==> config.mk <==
export PLATFORM = sky130hd
export DESIGN_NAME = bitmap_font_quad_layout
export DESIGN_NICKNAME = d
export VERILOG_FILES = /design/src/rtl/bfq_pkg.sv /design/src/rtl/bfq_ram.sv /design/src/rtl/bfq_cfg.sv /design/src/rtl/bfq_glyph.sv /design/src/rtl/bfq_emit.sv /design/src/rtl/bitmap_font_quad_layout.sv
export VERILOG_INCLUDE_DIRS = /design/src /design/src/rtl
export SDC_FILE = /design/constraint.sdc
export NUM_CORES = 2
export LEC_CHECK = 0
export ABC_AREA = 1
export CAP_MARGIN = 15
export CORE_UTILIZATION = 45
export CTS_CLUSTER_SIZE = 24
export DETAILED_ROUTE_END_ITERATION = 10
export DONT_BUFFER_PORTS = 1
export HOLD_SLACK_MARGIN = 0.1
export MAX_ROUTING_LAYER = met4
export SYNTH_ARGS = -nofsm -noshare
export SYNTH_HDL_FRONTEND = slang
export SYNTH_SLANG_ARGS = --single-unit
export TNS_END_PERCENT = 10
==> constraint.sdc <==
create_clock -name i_clk -period 10.7 [get_ports i_clk]
set_clock_uncertainty 0.1 [all_clocks]
set_input_delay 0.535 -clock i_clk [delete_from_list [all_inputs] [get_ports i_clk]]
set_output_delay 0.535 -clock i_clk [all_outputs]
set_load 0.01 [all_outputs]
==> src/rtl/bitmap_font_quad_layout_defines.svh <==
// Assertion macros used by the text layout top level
`ifndef BITMAP_FONT_QUAD_LAYOUT_DEFINES_SVH
`define BITMAP_FONT_QUAD_LAYOUT_DEFINES_SVH

// Check a same-cycle implication on the main clock, off during reset
`define BFQ_ASSERT_NOW(label, ante, cons, msg) \
    label: assert property (@(posedge i_clk) disable iff (!i_rst_n) \
        (ante) |-> (cons)) else $error(msg);

// Check a next-cycle implication on the main clock, off during reset
`define BFQ_ASSERT_NEXT(label, ante, cons, msg) \
    label: assert property (@(posedge i_clk) disable iff (!i_rst_n) \
        (ante) |=> (cons)) else $error(msg);

`endif

==> src/rtl/bfq_pkg.sv <==
// Package: widths, codes, types and helpers of the text layout block
`timescale 1ns / 1ps
package bfq_pkg;

    // Glyph atlas geometry
    localparam int NUM_GLYPHS   = 256;
    localparam int GRID_COLUMNS = 16;
    localparam int GLYPH_AW     = $clog2(NUM_GLYPHS);

    // Field widths
    localparam int CODE_W  = 8;
    localparam int WVAL_W  = 7;
    localparam int CELL_W  = 7;
    localparam int SCALE_W = 12;
    localparam int ORG_W   = 24;
    localparam int COLOR_W = 32;
    localparam int POS_W   = 32;
    localparam int PEN_W   = 31;
    localparam int ADV_W   = CELL_W + SCALE_W;
    localparam int TEX_W   = 11;
    localparam int TEXR_W  = 16;
    localparam int WIDE_W  = POS_W + 2;
    localparam int PADDR_W = 5;
    localparam int PDATA_W = 32;
    localparam int RIDX_W  = 3;
    localparam int VCNT_W  = 3;

    // Constants
    localparam logic [WVAL_W-1:0]  DEFAULT_WIDTH = WVAL_W'(6);
    localparam logic [CODE_W-1:0]  SPACE_CODE    = CODE_W'(32);
    localparam logic [TEX_W-1:0]   TEX_MAX       = '1;
    localparam logic [PEN_W-1:0]   PEN_MAX       = '1;
    localparam logic [VCNT_W-1:0]  LAST_VERT     = VCNT_W'(5);

    // Request types
    localparam logic REQ_WIDTH = 1'b0;
    localparam logic REQ_CHAR  = 1'b1;

    // Register indexes
    localparam logic [RIDX_W-1:0] REG_CELL_WIDTH  = RIDX_W'(0);
    localparam logic [RIDX_W-1:0] REG_CELL_HEIGHT = RIDX_W'(1);
    localparam logic [RIDX_W-1:0] REG_SCALE       = RIDX_W'(2);
    localparam logic [RIDX_W-1:0] REG_ORIGIN_X    = RIDX_W'(3);
    localparam logic [RIDX_W-1:0] REG_ORIGIN_Y    = RIDX_W'(4);
    localparam logic [RIDX_W-1:0] REG_TEXT_COLOR  = RIDX_W'(5);

    // Register reset values
    localparam logic [CELL_W-1:0]   RST_CELL_WIDTH  = CELL_W'(16);
    localparam logic [CELL_W-1:0]   RST_CELL_HEIGHT = CELL_W'(16);
    localparam logic [SCALE_W-1:0]  RST_SCALE       = SCALE_W'(256);
    localparam logic [COLOR_W-1:0]  RST_TEXT_COLOR  = '1;

    // Configuration as seen by the datapath
    typedef struct packed {
        logic [CELL_W-1:0]        cell_width;
        logic [CELL_W-1:0]        cell_height;
        logic [SCALE_W-1:0]       scale;
        logic signed [ORG_W-1:0]  origin_x;
        logic signed [ORG_W-1:0]  origin_y;
        logic [COLOR_W-1:0]       text_color;
        logic [ADV_W-1:0]         cw_scaled;
        logic [ADV_W-1:0]         ch_scaled;
    } t_cfg;

    // Character after the width lookup, ready for pen update
    typedef struct packed {
        logic               valid;
        logic               is_space;
        logic               first;
        logic               eos;
        logic [ADV_W-1:0]   adv;
        logic [TEX_W-1:0]   u0;
        logic [TEX_W-1:0]   u1;
        logic [TEX_W-1:0]   v0;
        logic [TEX_W-1:0]   v1;
    } t_glyph_item;

    // Clamp a wide signed position to 32 bits
    function automatic logic signed [POS_W-1:0] sat_pos(input logic signed [WIDE_W-1:0] v);
        logic signed [POS_W-1:0] res;
        if (!v[WIDE_W-1] && (v[WIDE_W-2:POS_W-1] != '0)) begin
            res = {1'b0, {(POS_W-1){1'b1}}};
        end else if (v[WIDE_W-1] && (v[WIDE_W-2:POS_W-1] != '1)) begin
            res = {1'b1, {(POS_W-1){1'b0}}};
        end else begin
            res = v[POS_W-1:0];
        end
        return res;
    endfunction

    // Clamp a texel coordinate to 11 bits
    function automatic logic [TEX_W-1:0] sat_tex(input logic [TEXR_W-1:0] v);
        logic [TEX_W-1:0] res;
        if (v > TEXR_W'(TEX_MAX)) begin
            res = TEX_MAX;
        end else begin
            res = v[TEX_W-1:0];
        end
        return res;
    endfunction

endpackage

==> src/rtl/bfq_ram.sv <==
// Generic single-write, single-read RAM with registered read data
`timescale 1ns / 1ps
module bfq_ram #(
    parameter int WIDTH = 8,
    parameter int DEPTH = 256
) (
    input  logic                     i_clk,
    input  logic                     i_we,
    input  logic [$clog2(DEPTH)-1:0] i_waddr,
    input  logic [WIDTH-1:0]         i_wdata,
    input  logic                     i_re,
    input  logic [$clog2(DEPTH)-1:0] i_raddr,
    output logic [WIDTH-1:0]         o_rdata
);

    logic [WIDTH-1:0] r_mem [DEPTH];
    logic [WIDTH-1:0] r_rdata;

    // Write port
    always_ff @(posedge i_clk) begin
        if (i_we) begin
            r_mem[i_waddr] <= i_wdata;
        end
    end

    // Registered read port
    always_ff @(posedge i_clk) begin
        if (i_re) begin
            r_rdata <= r_mem[i_raddr];
        end
    end

    assign o_rdata = r_rdata;

endmodule

==> src/rtl/bfq_cfg.sv <==
// APB register file holding the layout configuration
`timescale 1ns / 1ps
module bfq_cfg (
    input  logic                       i_clk,
    input  logic                       i_rst_n,
    input  logic                       psel,
    input  logic                       penable,
    input  logic                       pwrite,
    input  logic [bfq_pkg::PADDR_W-1:0] paddr,
    input  logic [bfq_pkg::PDATA_W-1:0] pwdata,
    output logic [bfq_pkg::PDATA_W-1:0] prdata,
    output logic                       pready,
    output bfq_pkg::t_cfg              o_cfg
);
    import bfq_pkg::*;

    logic [CELL_W-1:0]       r_cell_width;
    logic [CELL_W-1:0]       r_cell_height;
    logic [SCALE_W-1:0]      r_scale;
    logic signed [ORG_W-1:0] r_origin_x;
    logic signed [ORG_W-1:0] r_origin_y;
    logic [COLOR_W-1:0]      r_text_color;
    logic [ADV_W-1:0]        r_cw_scaled;
    logic [ADV_W-1:0]        r_ch_scaled;
    logic                    wr_en;
    logic [RIDX_W-1:0]       reg_idx;

    assign pready  = 1'b1;
    assign wr_en   = psel && penable && pwrite;
    assign reg_idx = paddr[PADDR_W-1:2];

    // Write registers
    always_ff @(posedge i_clk) begin
        if (!i_rst_n) begin
            r_cell_width  <= RST_CELL_WIDTH;
            r_cell_height <= RST_CELL_HEIGHT;
            r_scale       <= RST_SCALE;
            r_origin_x    <= '0;
            r_origin_y    <= '0;
            r_text_color  <= RST_TEXT_COLOR;
        end else if (wr_en) begin
            case (reg_idx)
                REG_CELL_WIDTH:  r_cell_width  <= pwdata[CELL_W-1:0];
                REG_CELL_HEIGHT: r_cell_height <= pwdata[CELL_W-1:0];
                REG_SCALE:       r_scale       <= pwdata[SCALE_W-1:0];
                REG_ORIGIN_X:    r_origin_x    <= pwdata[ORG_W-1:0];
                REG_ORIGIN_Y:    r_origin_y    <= pwdata[ORG_W-1:0];
                REG_TEXT_COLOR:  r_text_color  <= pwdata[COLOR_W-1:0];
                default: ;
            endcase
        end
    end

    // Precompute the scaled cell size
    always_ff @(posedge i_clk) begin
        r_cw_scaled <= ADV_W'(r_cell_width) * ADV_W'(r_scale);
        r_ch_scaled <= ADV_W'(r_cell_height) * ADV_W'(r_scale);
    end

    // Read back
    always_comb begin
        case (reg_idx)
            REG_CELL_WIDTH:  prdata = PDATA_W'(r_cell_width);
            REG_CELL_HEIGHT: prdata = PDATA_W'(r_cell_height);
            REG_SCALE:       prdata = PDATA_W'(r_scale);
            REG_ORIGIN_X:    prdata = PDATA_W'(r_origin_x);
            REG_ORIGIN_Y:    prdata = PDATA_W'(r_origin_y);
            REG_TEXT_COLOR:  prdata = PDATA_W'(r_text_color);
            default:         prdata = '0;
        endcase
    end

    always_comb begin
        o_cfg.cell_width  = r_cell_width;
        o_cfg.cell_height = r_cell_height;
        o_cfg.scale       = r_scale;
        o_cfg.origin_x    = r_origin_x;
        o_cfg.origin_y    = r_origin_y;
        o_cfg.text_color  = r_text_color;
        o_cfg.cw_scaled   = r_cw_scaled;
        o_cfg.ch_scaled   = r_ch_scaled;
    end

endmodule

==> src/rtl/bfq_glyph.sv <==
// Glyph width table, width lookup and advance/texel computation
`timescale 1ns / 1ps
module bfq_glyph (
    input  logic                        i_clk,
    input  logic                        i_rst_n,
    input  logic                        i_in_valid,
    output logic                        o_in_stall,
    input  logic                        i_req_type,
    input  logic [bfq_pkg::CODE_W-1:0]  i_char_code,
    input  logic [bfq_pkg::WVAL_W-1:0]  i_width_value,
    input  logic                        i_first_of_string,
    input  logic                        i_last_of_string,
    input  bfq_pkg::t_cfg               i_cfg,
    input  logic                        i_take,
    output bfq_pkg::t_glyph_item        o_item
);
    import bfq_pkg::*;

    // Lookup stage, waiting on the table read
    logic                r_a_valid;
    logic [CODE_W-1:0]   r_a_code;
    logic                r_a_known;
    logic                r_a_in_range;
    logic                r_a_first;
    logic                r_a_eos;

    // Advance stage
    logic                r_b_valid;
    t_glyph_item         r_b_item;
    t_glyph_item         n_b_item;

    logic [NUM_GLYPHS-1:0] r_known;
    logic [WVAL_W-1:0]     ram_q;
    logic [GLYPH_AW-1:0]   addr;
    logic                  in_range;
    logic                  accept;
    logic                  wr_en;
    logic                  rd_en;
    logic                  b_free;
    logic                  a_free;
    logic                  a_move;
    logic [WVAL_W-1:0]     width_sel;
    logic [CODE_W-1:0]     col;
    logic [CODE_W-1:0]     row;
    logic [TEXR_W-1:0]     u0_raw;
    logic [TEXR_W-1:0]     v0_raw;

    assign addr     = i_char_code[GLYPH_AW-1:0];
    assign in_range = (CODE_W+1)'(i_char_code) < (CODE_W+1)'(NUM_GLYPHS);

    assign b_free     = !r_b_valid || i_take;
    assign a_free     = !r_a_valid || b_free;
    assign a_move     = r_a_valid && b_free;
    assign o_in_stall = !a_free;
    assign accept     = i_in_valid && a_free;
    assign wr_en      = accept && (i_req_type == REQ_WIDTH) && in_range;
    assign rd_en      = accept && (i_req_type == REQ_CHAR);

    bfq_ram #(
        .WIDTH (WVAL_W),
        .DEPTH (NUM_GLYPHS)
    ) u_width_ram (
        .i_clk   (i_clk),
        .i_we    (wr_en),
        .i_waddr (addr),
        .i_wdata (i_width_value),
        .i_re    (rd_en),
        .i_raddr (addr),
        .o_rdata (ram_q)
    );

    // Track entries written since reset; others read as the default width
    always_ff @(posedge i_clk) begin
        if (!i_rst_n) begin
            r_known <= '0;
        end else if (wr_en) begin
            r_known[addr] <= 1'b1;
        end
    end

    // Lookup stage valid
    always_ff @(posedge i_clk) begin
        if (!i_rst_n) begin
            r_a_valid <= 1'b0;
        end else if (rd_en) begin
            r_a_valid <= 1'b1;
        end else if (a_move) begin
            r_a_valid <= 1'b0;
        end
    end

    // Lookup stage payload
    always_ff @(posedge i_clk) begin
        if (rd_en) begin
            r_a_code     <= i_char_code;
            r_a_known    <= r_known[addr];
            r_a_in_range <= in_range;
            r_a_first    <= i_first_of_string;
            r_a_eos      <= i_last_of_string;
        end
    end

    // Select width, scale it and place the glyph cell in the atlas
    always_comb begin
        if (!r_a_in_range) begin
            width_sel = '0;
        end else if (r_a_known) begin
            width_sel = ram_q;
        end else begin
            width_sel = DEFAULT_WIDTH;
        end
        col    = CODE_W'(r_a_code % GRID_COLUMNS);
        row    = CODE_W'(r_a_code / GRID_COLUMNS);
        u0_raw = TEXR_W'(col) * TEXR_W'(i_cfg.cell_width);
        v0_raw = TEXR_W'(row) * TEXR_W'(i_cfg.cell_height);

        n_b_item.valid    = 1'b1;
        n_b_item.is_space = (r_a_code == SPACE_CODE);
        n_b_item.first    = r_a_first;
        n_b_item.eos      = r_a_eos;
        n_b_item.adv      = ADV_W'(width_sel) * ADV_W'(i_cfg.scale);
        n_b_item.u0       = sat_tex(u0_raw);
        n_b_item.v0       = sat_tex(v0_raw);
        n_b_item.u1       = sat_tex(u0_raw + TEXR_W'(i_cfg.cell_width));
        n_b_item.v1       = sat_tex(v0_raw + TEXR_W'(i_cfg.cell_height));
    end

    // Advance stage valid
    always_ff @(posedge i_clk) begin
        if (!i_rst_n) begin
            r_b_valid <= 1'b0;
        end else if (a_move) begin
            r_b_valid <= 1'b1;
        end else if (i_take) begin
            r_b_valid <= 1'b0;
        end
    end

    // Advance stage payload
    always_ff @(posedge i_clk) begin
        if (a_move) begin
            r_b_item <= n_b_item;
        end
    end

    always_comb begin
        o_item       = r_b_item;
        o_item.valid = r_b_valid;
    end

endmodule

==> src/rtl/bfq_emit.sv <==
// Pen update, quad geometry and per-vertex result sequencing
`timescale 1ns / 1ps
module bfq_emit (
    input  logic                               i_clk,
    input  logic                               i_rst_n,
    input  bfq_pkg::t_cfg                      i_cfg,
    input  bfq_pkg::t_glyph_item               i_item,
    output logic                               o_take,
    output logic                               o_out_valid,
    input  logic                               i_out_stall,
    output logic                               o_is_vertex,
    output logic [bfq_pkg::TEX_W-1:0]          o_tex_u,
    output logic [bfq_pkg::TEX_W-1:0]          o_tex_v,
    output logic [bfq_pkg::COLOR_W-1:0]        o_color,
    output logic signed [bfq_pkg::POS_W-1:0]   o_pos_x,
    output logic signed [bfq_pkg::POS_W-1:0]   o_pos_y,
    output logic [bfq_pkg::PEN_W-1:0]          o_string_advance,
    output logic                               o_last_of_item,
    output logic                               o_end_of_string
);
    import bfq_pkg::*;

    // Pen state
    logic [PEN_W-1:0] r_pen;

    // Quad holding register
    logic                    r_q_valid;
    logic [VCNT_W-1:0]       r_q_cnt;
    logic                    r_q_is_space;
    logic                    r_q_eos;
    logic signed [POS_W-1:0] r_q_x0;
    logic signed [POS_W-1:0] r_q_x1;
    logic signed [POS_W-1:0] r_q_y0;
    logic signed [POS_W-1:0] r_q_y1;
    logic [TEX_W-1:0]        r_q_u0;
    logic [TEX_W-1:0]        r_q_u1;
    logic [TEX_W-1:0]        r_q_v0;
    logic [TEX_W-1:0]        r_q_v1;
    logic [PEN_W-1:0]        r_q_adv;

    // Output register
    logic                    r_out_valid;
    logic                    r_o_is_vertex;
    logic [TEX_W-1:0]        r_o_tex_u;
    logic [TEX_W-1:0]        r_o_tex_v;
    logic [COLOR_W-1:0]      r_o_color;
    logic signed [POS_W-1:0] r_o_pos_x;
    logic signed [POS_W-1:0] r_o_pos_y;
    logic [PEN_W-1:0]        r_o_adv;
    logic                    r_o_last;
    logic                    r_o_eos;

    logic                     out_free;
    logic                     q_emit;
    logic                     q_last;
    logic                     q_free;
    logic                     hi_x;
    logic                     hi_y;
    logic [PEN_W-1:0]         pen_base;
    logic [PEN_W:0]           pen_sum;
    logic [PEN_W-1:0]         n_pen;
    logic signed [WIDE_W-1:0] x0_wide;
    logic signed [WIDE_W-1:0] x1_wide;
    logic signed [WIDE_W-1:0] y0_wide;
    logic signed [WIDE_W-1:0] y1_wide;

    assign out_free = !r_out_valid || !i_out_stall;
    assign q_emit   = r_q_valid && out_free;
    assign q_last   = r_q_is_space || (r_q_cnt == LAST_VERT);
    assign q_free   = !r_q_valid || (q_emit && q_last);
    assign o_take   = i_item.valid && q_free;

    // Move the pen and build the quad corners
    always_comb begin
        pen_base = i_item.first ? '0 : r_pen;
        pen_sum  = (PEN_W+1)'(pen_base) + (PEN_W+1)'(i_item.adv);
        n_pen    = pen_sum[PEN_W] ? PEN_MAX : pen_sum[PEN_W-1:0];
        x0_wide  = WIDE_W'(i_cfg.origin_x) + $signed(WIDE_W'(pen_base));
        x1_wide  = x0_wide + $signed(WIDE_W'(i_cfg.cw_scaled));
        y0_wide  = WIDE_W'(i_cfg.origin_y);
        y1_wide  = y0_wide + $signed(WIDE_W'(i_cfg.ch_scaled));
    end

    // Hold the pen offset across characters
    always_ff @(posedge i_clk) begin
        if (!i_rst_n) begin
            r_pen <= '0;
        end else if (o_take) begin
            r_pen <= n_pen;
        end
    end

    // Quad register valid and vertex counter
    always_ff @(posedge i_clk) begin
        if (!i_rst_n) begin
            r_q_valid <= 1'b0;
            r_q_cnt   <= '0;
        end else if (o_take) begin
            r_q_valid <= 1'b1;
            r_q_cnt   <= '0;
        end else if (q_emit) begin
            if (q_last) begin
                r_q_valid <= 1'b0;
            end
            r_q_cnt <= r_q_cnt + VCNT_W'(1);
        end
    end

    // Quad register payload
    always_ff @(posedge i_clk) begin
        if (o_take) begin
            r_q_is_space <= i_item.is_space;
            r_q_eos      <= i_item.eos;
            r_q_x0       <= sat_pos(x0_wide);
            r_q_x1       <= sat_pos(x1_wide);
            r_q_y0       <= sat_pos(y0_wide);
            r_q_y1       <= sat_pos(y1_wide);
            r_q_u0       <= i_item.u0;
            r_q_u1       <= i_item.u1;
            r_q_v0       <= i_item.v0;
            r_q_v1       <= i_item.v1;
            r_q_adv      <= n_pen;
        end
    end

    // Corner select in triangle order
    always_comb begin
        case (r_q_cnt)
            VCNT_W'(0): begin hi_x = 1'b0; hi_y = 1'b0; end
            VCNT_W'(1): begin hi_x = 1'b0; hi_y = 1'b1; end
            VCNT_W'(2): begin hi_x = 1'b1; hi_y = 1'b0; end
            VCNT_W'(3): begin hi_x = 1'b1; hi_y = 1'b0; end
            VCNT_W'(4): begin hi_x = 1'b0; hi_y = 1'b1; end
            VCNT_W'(5): begin hi_x = 1'b1; hi_y = 1'b1; end
            default:    begin hi_x = 1'b0; hi_y = 1'b0; end
        endcase
    end

    // Output register valid
    always_ff @(posedge i_clk) begin
        if (!i_rst_n) begin
            r_out_valid <= 1'b0;
        end else if (q_emit) begin
            r_out_valid <= 1'b1;
        end else if (!i_out_stall) begin
            r_out_valid <= 1'b0;
        end
    end

    // Output register payload
    always_ff @(posedge i_clk) begin
        if (q_emit) begin
            r_o_adv  <= r_q_adv;
            r_o_last <= q_last;
            r_o_eos  <= r_q_eos;
            if (r_q_is_space) begin
                r_o_is_vertex <= 1'b0;
                r_o_tex_u     <= '0;
                r_o_tex_v     <= '0;
                r_o_color     <= '0;
                r_o_pos_x     <= r_q_x0;
                r_o_pos_y     <= r_q_y0;
            end else begin
                r_o_is_vertex <= 1'b1;
                r_o_tex_u     <= hi_x ? r_q_u1 : r_q_u0;
                r_o_tex_v     <= hi_y ? r_q_v1 : r_q_v0;
                r_o_color     <= i_cfg.text_color;
                r_o_pos_x     <= hi_x ? r_q_x1 : r_q_x0;
                r_o_pos_y     <= hi_y ? r_q_y1 : r_q_y0;
            end
        end
    end

    assign o_out_valid      = r_out_valid;
    assign o_is_vertex      = r_o_is_vertex;
    assign o_tex_u          = r_o_tex_u;
    assign o_tex_v          = r_o_tex_v;
    assign o_color          = r_o_color;
    assign o_pos_x          = r_o_pos_x;
    assign o_pos_y          = r_o_pos_y;
    assign o_string_advance = r_o_adv;
    assign o_last_of_item   = r_o_last;
    assign o_end_of_string  = r_o_eos;

endmodule

==> src/rtl/bitmap_font_quad_layout.sv <==
// Top level: text layout of character codes into textured quad vertices
//
//  Channel  Direction  Handshake                    Payload
//  input    in         i_in_valid / o_in_stall      req_type, char_code, width_value,
//                                                   first_of_string, last_of_string
//  output   out        o_out_valid / i_out_stall    is_vertex .. end_of_string
//  config   in         psel/penable/pwrite/pready   paddr, pwdata, prdata
//
//  A character yields six vertices, one per cycle from the output sequencer while
//  the output is not stalled; a space yields one result, and a width write writes
//  the width RAM at acceptance and yields nothing. New characters are accepted into
//  the lookup and advance stages while a quad is still being emitted. The path from
//  acceptance to the first result runs through RAM read, advance multiply, pen update
//  and output register. Reset is synchronous, active low; all widths read as 6 right
//  after reset. Output stall backs up through the quad register and the advance and lookup stages to the input stall.
`timescale 1ns / 1ps
`include "bitmap_font_quad_layout_defines.svh"
module bitmap_font_quad_layout (
    input  logic                               i_clk,
    input  logic                               i_rst_n,
    // Configuration port
    input  logic                               psel,
    input  logic                               penable,
    input  logic                               pwrite,
    input  logic [bfq_pkg::PADDR_W-1:0]        paddr,
    input  logic [bfq_pkg::PDATA_W-1:0]        pwdata,
    output logic [bfq_pkg::PDATA_W-1:0]        prdata,
    output logic                               pready,
    // Input channel
    input  logic                               i_in_valid,
    output logic                               o_in_stall,
    input  logic                               i_req_type,
    input  logic [bfq_pkg::CODE_W-1:0]         i_char_code,
    input  logic [bfq_pkg::WVAL_W-1:0]         i_width_value,
    input  logic                               i_first_of_string,
    input  logic                               i_last_of_string,
    // Output channel
    output logic                               o_out_valid,
    input  logic                               i_out_stall,
    output logic                               o_is_vertex,
    output logic [bfq_pkg::TEX_W-1:0]          o_tex_u,
    output logic [bfq_pkg::TEX_W-1:0]          o_tex_v,
    output logic [bfq_pkg::COLOR_W-1:0]        o_color,
    output logic signed [bfq_pkg::POS_W-1:0]   o_pos_x,
    output logic signed [bfq_pkg::POS_W-1:0]   o_pos_y,
    output logic [bfq_pkg::PEN_W-1:0]          o_string_advance,
    output logic                               o_last_of_item,
    output logic                               o_end_of_string
);
    import bfq_pkg::*;

    t_cfg        cfg;
    t_glyph_item item;
    logic        take;
    logic        out_xfer;

    bfq_cfg u_cfg (
        .i_clk   (i_clk),
        .i_rst_n (i_rst_n),
        .psel    (psel),
        .penable (penable),
        .pwrite  (pwrite),
        .paddr   (paddr),
        .pwdata  (pwdata),
        .prdata  (prdata),
        .pready  (pready),
        .o_cfg   (cfg)
    );

    bfq_glyph u_glyph (
        .i_clk             (i_clk),
        .i_rst_n           (i_rst_n),
        .i_in_valid        (i_in_valid),
        .o_in_stall        (o_in_stall),
        .i_req_type        (i_req_type),
        .i_char_code       (i_char_code),
        .i_width_value     (i_width_value),
        .i_first_of_string (i_first_of_string),
        .i_last_of_string  (i_last_of_string),
        .i_cfg             (cfg),
        .i_take            (take),
        .o_item            (item)
    );

    bfq_emit u_emit (
        .i_clk            (i_clk),
        .i_rst_n          (i_rst_n),
        .i_cfg            (cfg),
        .i_item           (item),
        .o_take           (take),
        .o_out_valid      (o_out_valid),
        .i_out_stall      (i_out_stall),
        .o_is_vertex      (o_is_vertex),
        .o_tex_u          (o_tex_u),
        .o_tex_v          (o_tex_v),
        .o_color          (o_color),
        .o_pos_x          (o_pos_x),
        .o_pos_y          (o_pos_y),
        .o_string_advance (o_string_advance),
        .o_last_of_item   (o_last_of_item),
        .o_end_of_string  (o_end_of_string)
    );

    assign out_xfer = o_out_valid && !i_out_stall;

    // A space result is always the only and last result of its character
    `BFQ_ASSERT_NOW(a_space_single, o_out_valid && !o_is_vertex, o_last_of_item && (o_color == '0) && (o_tex_u == '0) && (o_tex_v == '0), "space result malformed")
    // Vertices of one quad follow each other with no gap
    `BFQ_ASSERT_NEXT(a_quad_no_gap, out_xfer && !o_last_of_item, o_out_valid, "gap inside a quad")
    // All vertices of one quad carry the same pen offset
    `BFQ_ASSERT_NEXT(a_quad_same_pen, out_xfer && !o_last_of_item, o_string_advance == $past(o_string_advance), "pen changed inside a quad")
    // End of string marker is constant across one quad
    `BFQ_ASSERT_NEXT(a_quad_same_eos, out_xfer && !o_last_of_item, o_end_of_string == $past(o_end_of_string), "end of string changed inside a quad")

endmodule

==> summary.md <==
| Metric | Value |
|---|---|
| Outcome | `complete, but fails checks` |
| Violated checks | `slew limit` |
| Unique cell type count in the Yosys netlist | `65` |
| Drt initial violations | `~7.2k` |
| CP endpoint kind | `register` |
| Hold wc startpoint | `i_width_value[0]` |
| Data arrival, critical path | `~6.2 ns` |
| Startpoint types | `register` |
| Setup repair after global routing missed its margin | `no` |
| Synthesized instance count | `8914` |
| Maximum resistive drop on vdd | `0.000173 V` |
| Prevailing post-synth register cell | `sky130_fd_sc_hd__edfxtp_1` |
| Fraction of power consumed by combinational cells | `0.045` |
| Leakage dissipation | `approximately 45 nW` |
| Critical path required time | `11.23 ns` |
| Worst-case register-to-register setup slack | `between 5 and 6 ns` |
| Destination of the worst hold path | `u_glyph.u_width_ram.r_mem[190][0]$_DFFE_PP_` |
| Die Area | `around 0.25 sq mm` |
| Net count of the finished layout | `9372` |
| Commonest non-fill, non-tap cell in the layout | `sky130_fd_sc_hd__edfxtp_1` |
| Master cell of the clock root buffer | `sky130_fd_sc_hd__clkbuf_16` |
| Crit path largest cell delay | `roughly 0.87 ns` |
| Commonest non-fill, non-tap cells in the layout | `2211 x sky130_fd_sc_hd__edfxtp_1, 1043 x sky130_fd_sc_hd__a22oi_1, 980 x sky130_fd_sc_hd__nand2_1, 699 x sky130_fd_sc_hd__nor2_1, 687 x sky130_fd_sc_hd__a21oi_1` |
| Min-delay worst type | `primary input to register` |
| Row cnt | `between 150 and 200` |
| Total count of max-transition violations in the final report | `90` |
| Die X | `502 microns` |
| Most frequent cell on the critical path | `sky130_fd_sc_hd__nand2_1` |
| Final setup fails | `0` |
| Family of cells with the greatest summed delay on the critical path | `adder cells` |
| Layout fillers | `between 20k and 25k` |
| Total nets after synthesis | `~9.4k` |
| Pwr Density | `between 150 and 200 mW/mm^2` |
| Min Tclk post-route | `approximately 5.7 ns` |
| Fmax | `between 0.15 and 0.2 GHz` |
| Area of the mapped netlist | `roughly 0.11 sq mm` |
| Die span in y | `502 microns` |
| TritonCTS clock tree | `yes` |
| Synthesized flop and latch total | `2649` |
| Number of top-level design ports | `about 250` |
| Setup TNS after final layout | `0 ns` |
| Setup slack of the critical path after layout | `5.04 ns` |
| Initial antenna violation count | `11` |
| Crit path max fanout | `16` |
| Clock share of power | `0.445` |
| Quantity of I/O buffers inserted on ports | `0` |
| Ys async rst share | `0` |
| Net Switching | `around 4.8 mW` |
| Placeable Area | `~0.25 sq mm` |
| Global placer's final weighted congestion | `~0.96` |
| Tcrit/Tclk final | `0.529` |
| Overall overflow remaining after global route | `0` |
| Slew @ Worst Pin | `roughly 1.6 ns` |
| Fraction of power spent switching nets | `0.216` |
| Ratio of cells with drive above 1 in the final layout | `0.0766` |
| Sequential share of power | `0.510` |
| Clock latency on the worst-skew pair | `0.95 ns` |
| Share of the yosys chip area belonging to registers | `0.669` |
| Max-slew headroom | `-0.0451` |
| Terminus of the critical flop-to-flop path | `u_glyph.o_item[62]$_DFFE_PP_` |
| Final wirelength | `a little over 300000 microns` |
| Pin count of the biggest net entering global routing | `about 330` |
| Max clock buf depth | `4` |
| Relative area change from synthesis to final layout | `12.0%` |
| Maximum Capacitance Violations | `0` |
| Post-CTS setup repair buffer count | `0` |
| Number of global-route vias before repair | `approximately 70k` |
| Critical path class | `register to register` |
| DP Worst Slack | `roughly 5.1 ns` |
| Total global routing track utilization | `0.251` |
| Clock transition time at the flip-flop clock pins of the worst setup and hold paths | `about 0.060 ns` |
| Residual DRC | `0` |
| Via density | `a little under 6` |
| Post-Syn Area per Cell | `roughly 13 sq um` |
| Initial core utilization | `0.452` |
| Number of hold violations in the final report | `0` |
| Count of flip-flops with a built-in enable after synthesis | `between 2k and 2.5k` |
| Worst hold stages | `1` |
| First-pass GRT wire length | `457000 microns` |
| Int Power | `~17 mW` |
| Final routed wire length divided by cell count | `about 25 microns` |
| Total vias in the final route | `72.1k` |
| Length of the first detailed-routing pass in iterations | `6` |
| Number of buffers inserted during clock tree synthesis | `294` |
| Yosys Warn Count | `0` |
| CP cell instances | `inv_1 -> nor2_1 -> fa_1 -> fa_1 -> fa_1 -> inv_1 -> fa_1 -> inv_1 -> ha_1 -> inv_1 -> o21bai_1 -> nand2_1 -> nand2_1 -> nand2_1 -> nand2_1 -> nand2_1 -> nand2_1 -> a21oi_1 -> o21ai_0 -> a21oi_1 -> xor2_1` |
| Worst r2r path cells | `21` |
| Antenna Violating Nets Remaining | `0` |
| Count of buffering cells on the critical path with inverters included | `4` |
| Half-perimeter wire length after detailed placement | `roughly 190000 microns` |
| Cell type of the slowest stage on the worst timing path | `sky130_fd_sc_hd__dfxtp_1` |
| Startpoint of the most critical register-to-register path | `u_cfg.r_scale[3]$_SDFFE_PN0P_` |
| Maximum level of the CTS H-tree | `5` |
| Number of sinks handled by clock tree synthesis | `2649` |
[power by group through the flow]
stage | registers [mW] | logic, mW | clock network, mW
final | 11.3 | 0.995 | 9.82
after global routing | 11.2 | 1.06 | 10.3
after CTS | 11.2 | 0.989 | 9.96
after detailed placement | 11.5 | 0.810 | 0
after global placement | 11.5 | 0.804 | 0
after floorplan | 11.5 | 0.509 | 0
[cell families after synthesis]
kind of cell / synth area share
other: 0.0000334
AOI/OAI and AO/OA: 0.142
and+or+nand+nor: 0.0747
buffers and inverters: 0.0405
muxes: 0.00551
xor gates and xnor gates: 0.0114
adders and majority gates: 0.0570
DFF: 0.669
[what timing repair did]
action,in CTS,in global routing
hold endpoints to repair,2190,78
gates resized for setup,0,0
hold buffers,63,2
[how the worst max path moves through the flow]
stage / to / depth (start not counted) / from / slack [ns]
CTS: u_glyph.o_item[62]$_DFFE_PP_ / 21 / u_cfg.r_scale[3]$_SDFFE_PN0P_ / 5.07
global route: u_glyph.o_item[62]$_DFFE_PP_ / 23 / u_cfg.r_scale[3]$_SDFFE_PN0P_ / 4.70
global placement: u_glyph.o_item[62]$_DFFE_PP_ / 21 / u_cfg.r_scale[3]$_SDFFE_PN0P_ / 5.03
detailed placement: u_glyph.o_item[62]$_DFFE_PP_ / 21 / u_cfg.r_scale[3]$_SDFFE_PN0P_ / 5.09
finish: u_glyph.o_item[62]$_DFFE_PP_ / 21 / u_cfg.r_scale[3]$_SDFFE_PN0P_ / 5.04
floorplan: u_emit.r_pen[21]$_SDFFE_PN0P_ / 11 / u_emit.r_q_is_space$_DFFE_PP_ / 3.21
[synthesized netlist by cell type (7+ instances only)]
library cell / number / area [sq um]
sky130_fd_sc_hd__nor2_2: 9 / 56.3
sky130_fd_sc_hd__o211ai_1: 29 / 218
sky130_fd_sc_hd__o21ai_0: 279 / 1400
sky130_fd_sc_hd__buf_6: 7 / 78.8
sky130_fd_sc_hd__xnor2_1: 45 / 394
sky130_fd_sc_hd__nor4_1: 73 / 457
sky130_fd_sc_hd__buf_2: 17 / 85.1
sky130_fd_sc_hd__inv_1: 659 / 2470
sky130_fd_sc_hd__a21o_1: 18 / 135
sky130_fd_sc_hd__o41ai_1: 19 / 166
sky130_fd_sc_hd__nand3b_1: 9 / 67.6
sky130_fd_sc_hd__o21a_1: 267 / 2000
sky130_fd_sc_hd__clkinv_1: 8 / 30.0
sky130_fd_sc_hd__clkbuf_1: 388 / 1460
sky130_fd_sc_hd__buf_4: 8 / 60.1
sky130_fd_sc_hd__xor2_1: 99 / 867
sky130_fd_sc_hd__edfxtp_1: 2211 / 66400
sky130_fd_sc_hd__dfxtp_1: 438 / 8770
sky130_fd_sc_hd__mux2_2: 55 / 619
sky130_fd_sc_hd__nand4_1: 36 / 225
sky130_fd_sc_hd__fa_1: 171 / 3420
sky130_fd_sc_hd__a221oi_1: 9 / 78.8
sky130_fd_sc_hd__a31oi_1: 14 / 87.6
sky130_fd_sc_hd__inv_2: 19 / 71.3
sky130_fd_sc_hd__o31ai_1: 8 / 60.1
sky130_fd_sc_hd__nor3_1: 32 / 160
sky130_fd_sc_hd__nand3_1: 120 / 601
sky130_fd_sc_hd__o22ai_1: 18 / 113
sky130_fd_sc_hd__a22oi_1: 1043 / 7830
sky130_fd_sc_hd__o221ai_1: 10 / 87.6
sky130_fd_sc_hd__nand2_1: 983 / 3690
sky130_fd_sc_hd__or2_2: 21 / 131
sky130_fd_sc_hd__a21oi_1: 687 / 3440
sky130_fd_sc_hd__or4_1: 10 / 75.1
sky130_fd_sc_hd__ha_1: 238 / 2980
sky130_fd_sc_hd__buf_1: 72 / 270
sky130_fd_sc_hd__nand2_2: 20 / 125
sky130_fd_sc_hd__nor2_1: 708 / 2660
[final cells by class]
type | instances | area [sq um] | area share
antenna | 5 | 12.5 | 0.0000995
timing repair buffer | 184 | 1840 | 0.0146
multi-input combinational | 5085 | 32700 | 0.260
inverter | 687 | 2610 | 0.0208
clock inverter | 109 | 1150 | 0.00917
tap | 3330 | 4170 | 0.0331
sequential | 2649 | 75200 | 0.598
clock buffer | 403 | 8120 | 0.0646
[registers in the layout (all words and copies together), names as in the netlist, 24 cells and up]
name and cells:
u_emit.r_q_x1 32, u_glyph.r_known 256, u_emit.r_q_x0 32, u_emit.o_pos_x 32, u_emit.o_pos_y 25, u_cfg.r_origin_y 24
u_emit.r_pen 31, u_glyph.o_item 66, u_emit.r_q_adv 31, u_glyph.u_width_ram.r_mem 1792, u_cfg.r_text_color 32, u_emit.r_q_y0 24
u_emit.o_string_advance 31, u_emit.o_color 32, u_emit.r_q_y1 25, u_cfg.r_origin_x 24
[through the flow]
stage | cells | area [sq um] | util | hold slack [ns] | power (mW)
finish | 12500 | 126000 | 0.506 | 0.0289 | 22.1
global route | 12500 | 126000 | 0.506 | 0.104 | 22.6
CTS | 12400 | 126000 | 0.506 | 0.102 | 22.2
detailed placement | 11900 | 116000 | 0.465 | 0.305 | 12.3
global placement | 11900 | 116000 | 0.465 | 0.303 | 12.3
floorplan | 8914 | 112000 | - | 0.300 | 12.0
[per-layer routing]
metal,vias to the layer above,routed length [microns],track usage
li1,32600,-,-
met1,36100,128000,0.323
met2,2776,150000,0.403
met3,592,20900,0.0353
met4,0,12700,0.0969
met5,-,0,-
No activity file was read; power rests on OpenSTA's default activity.
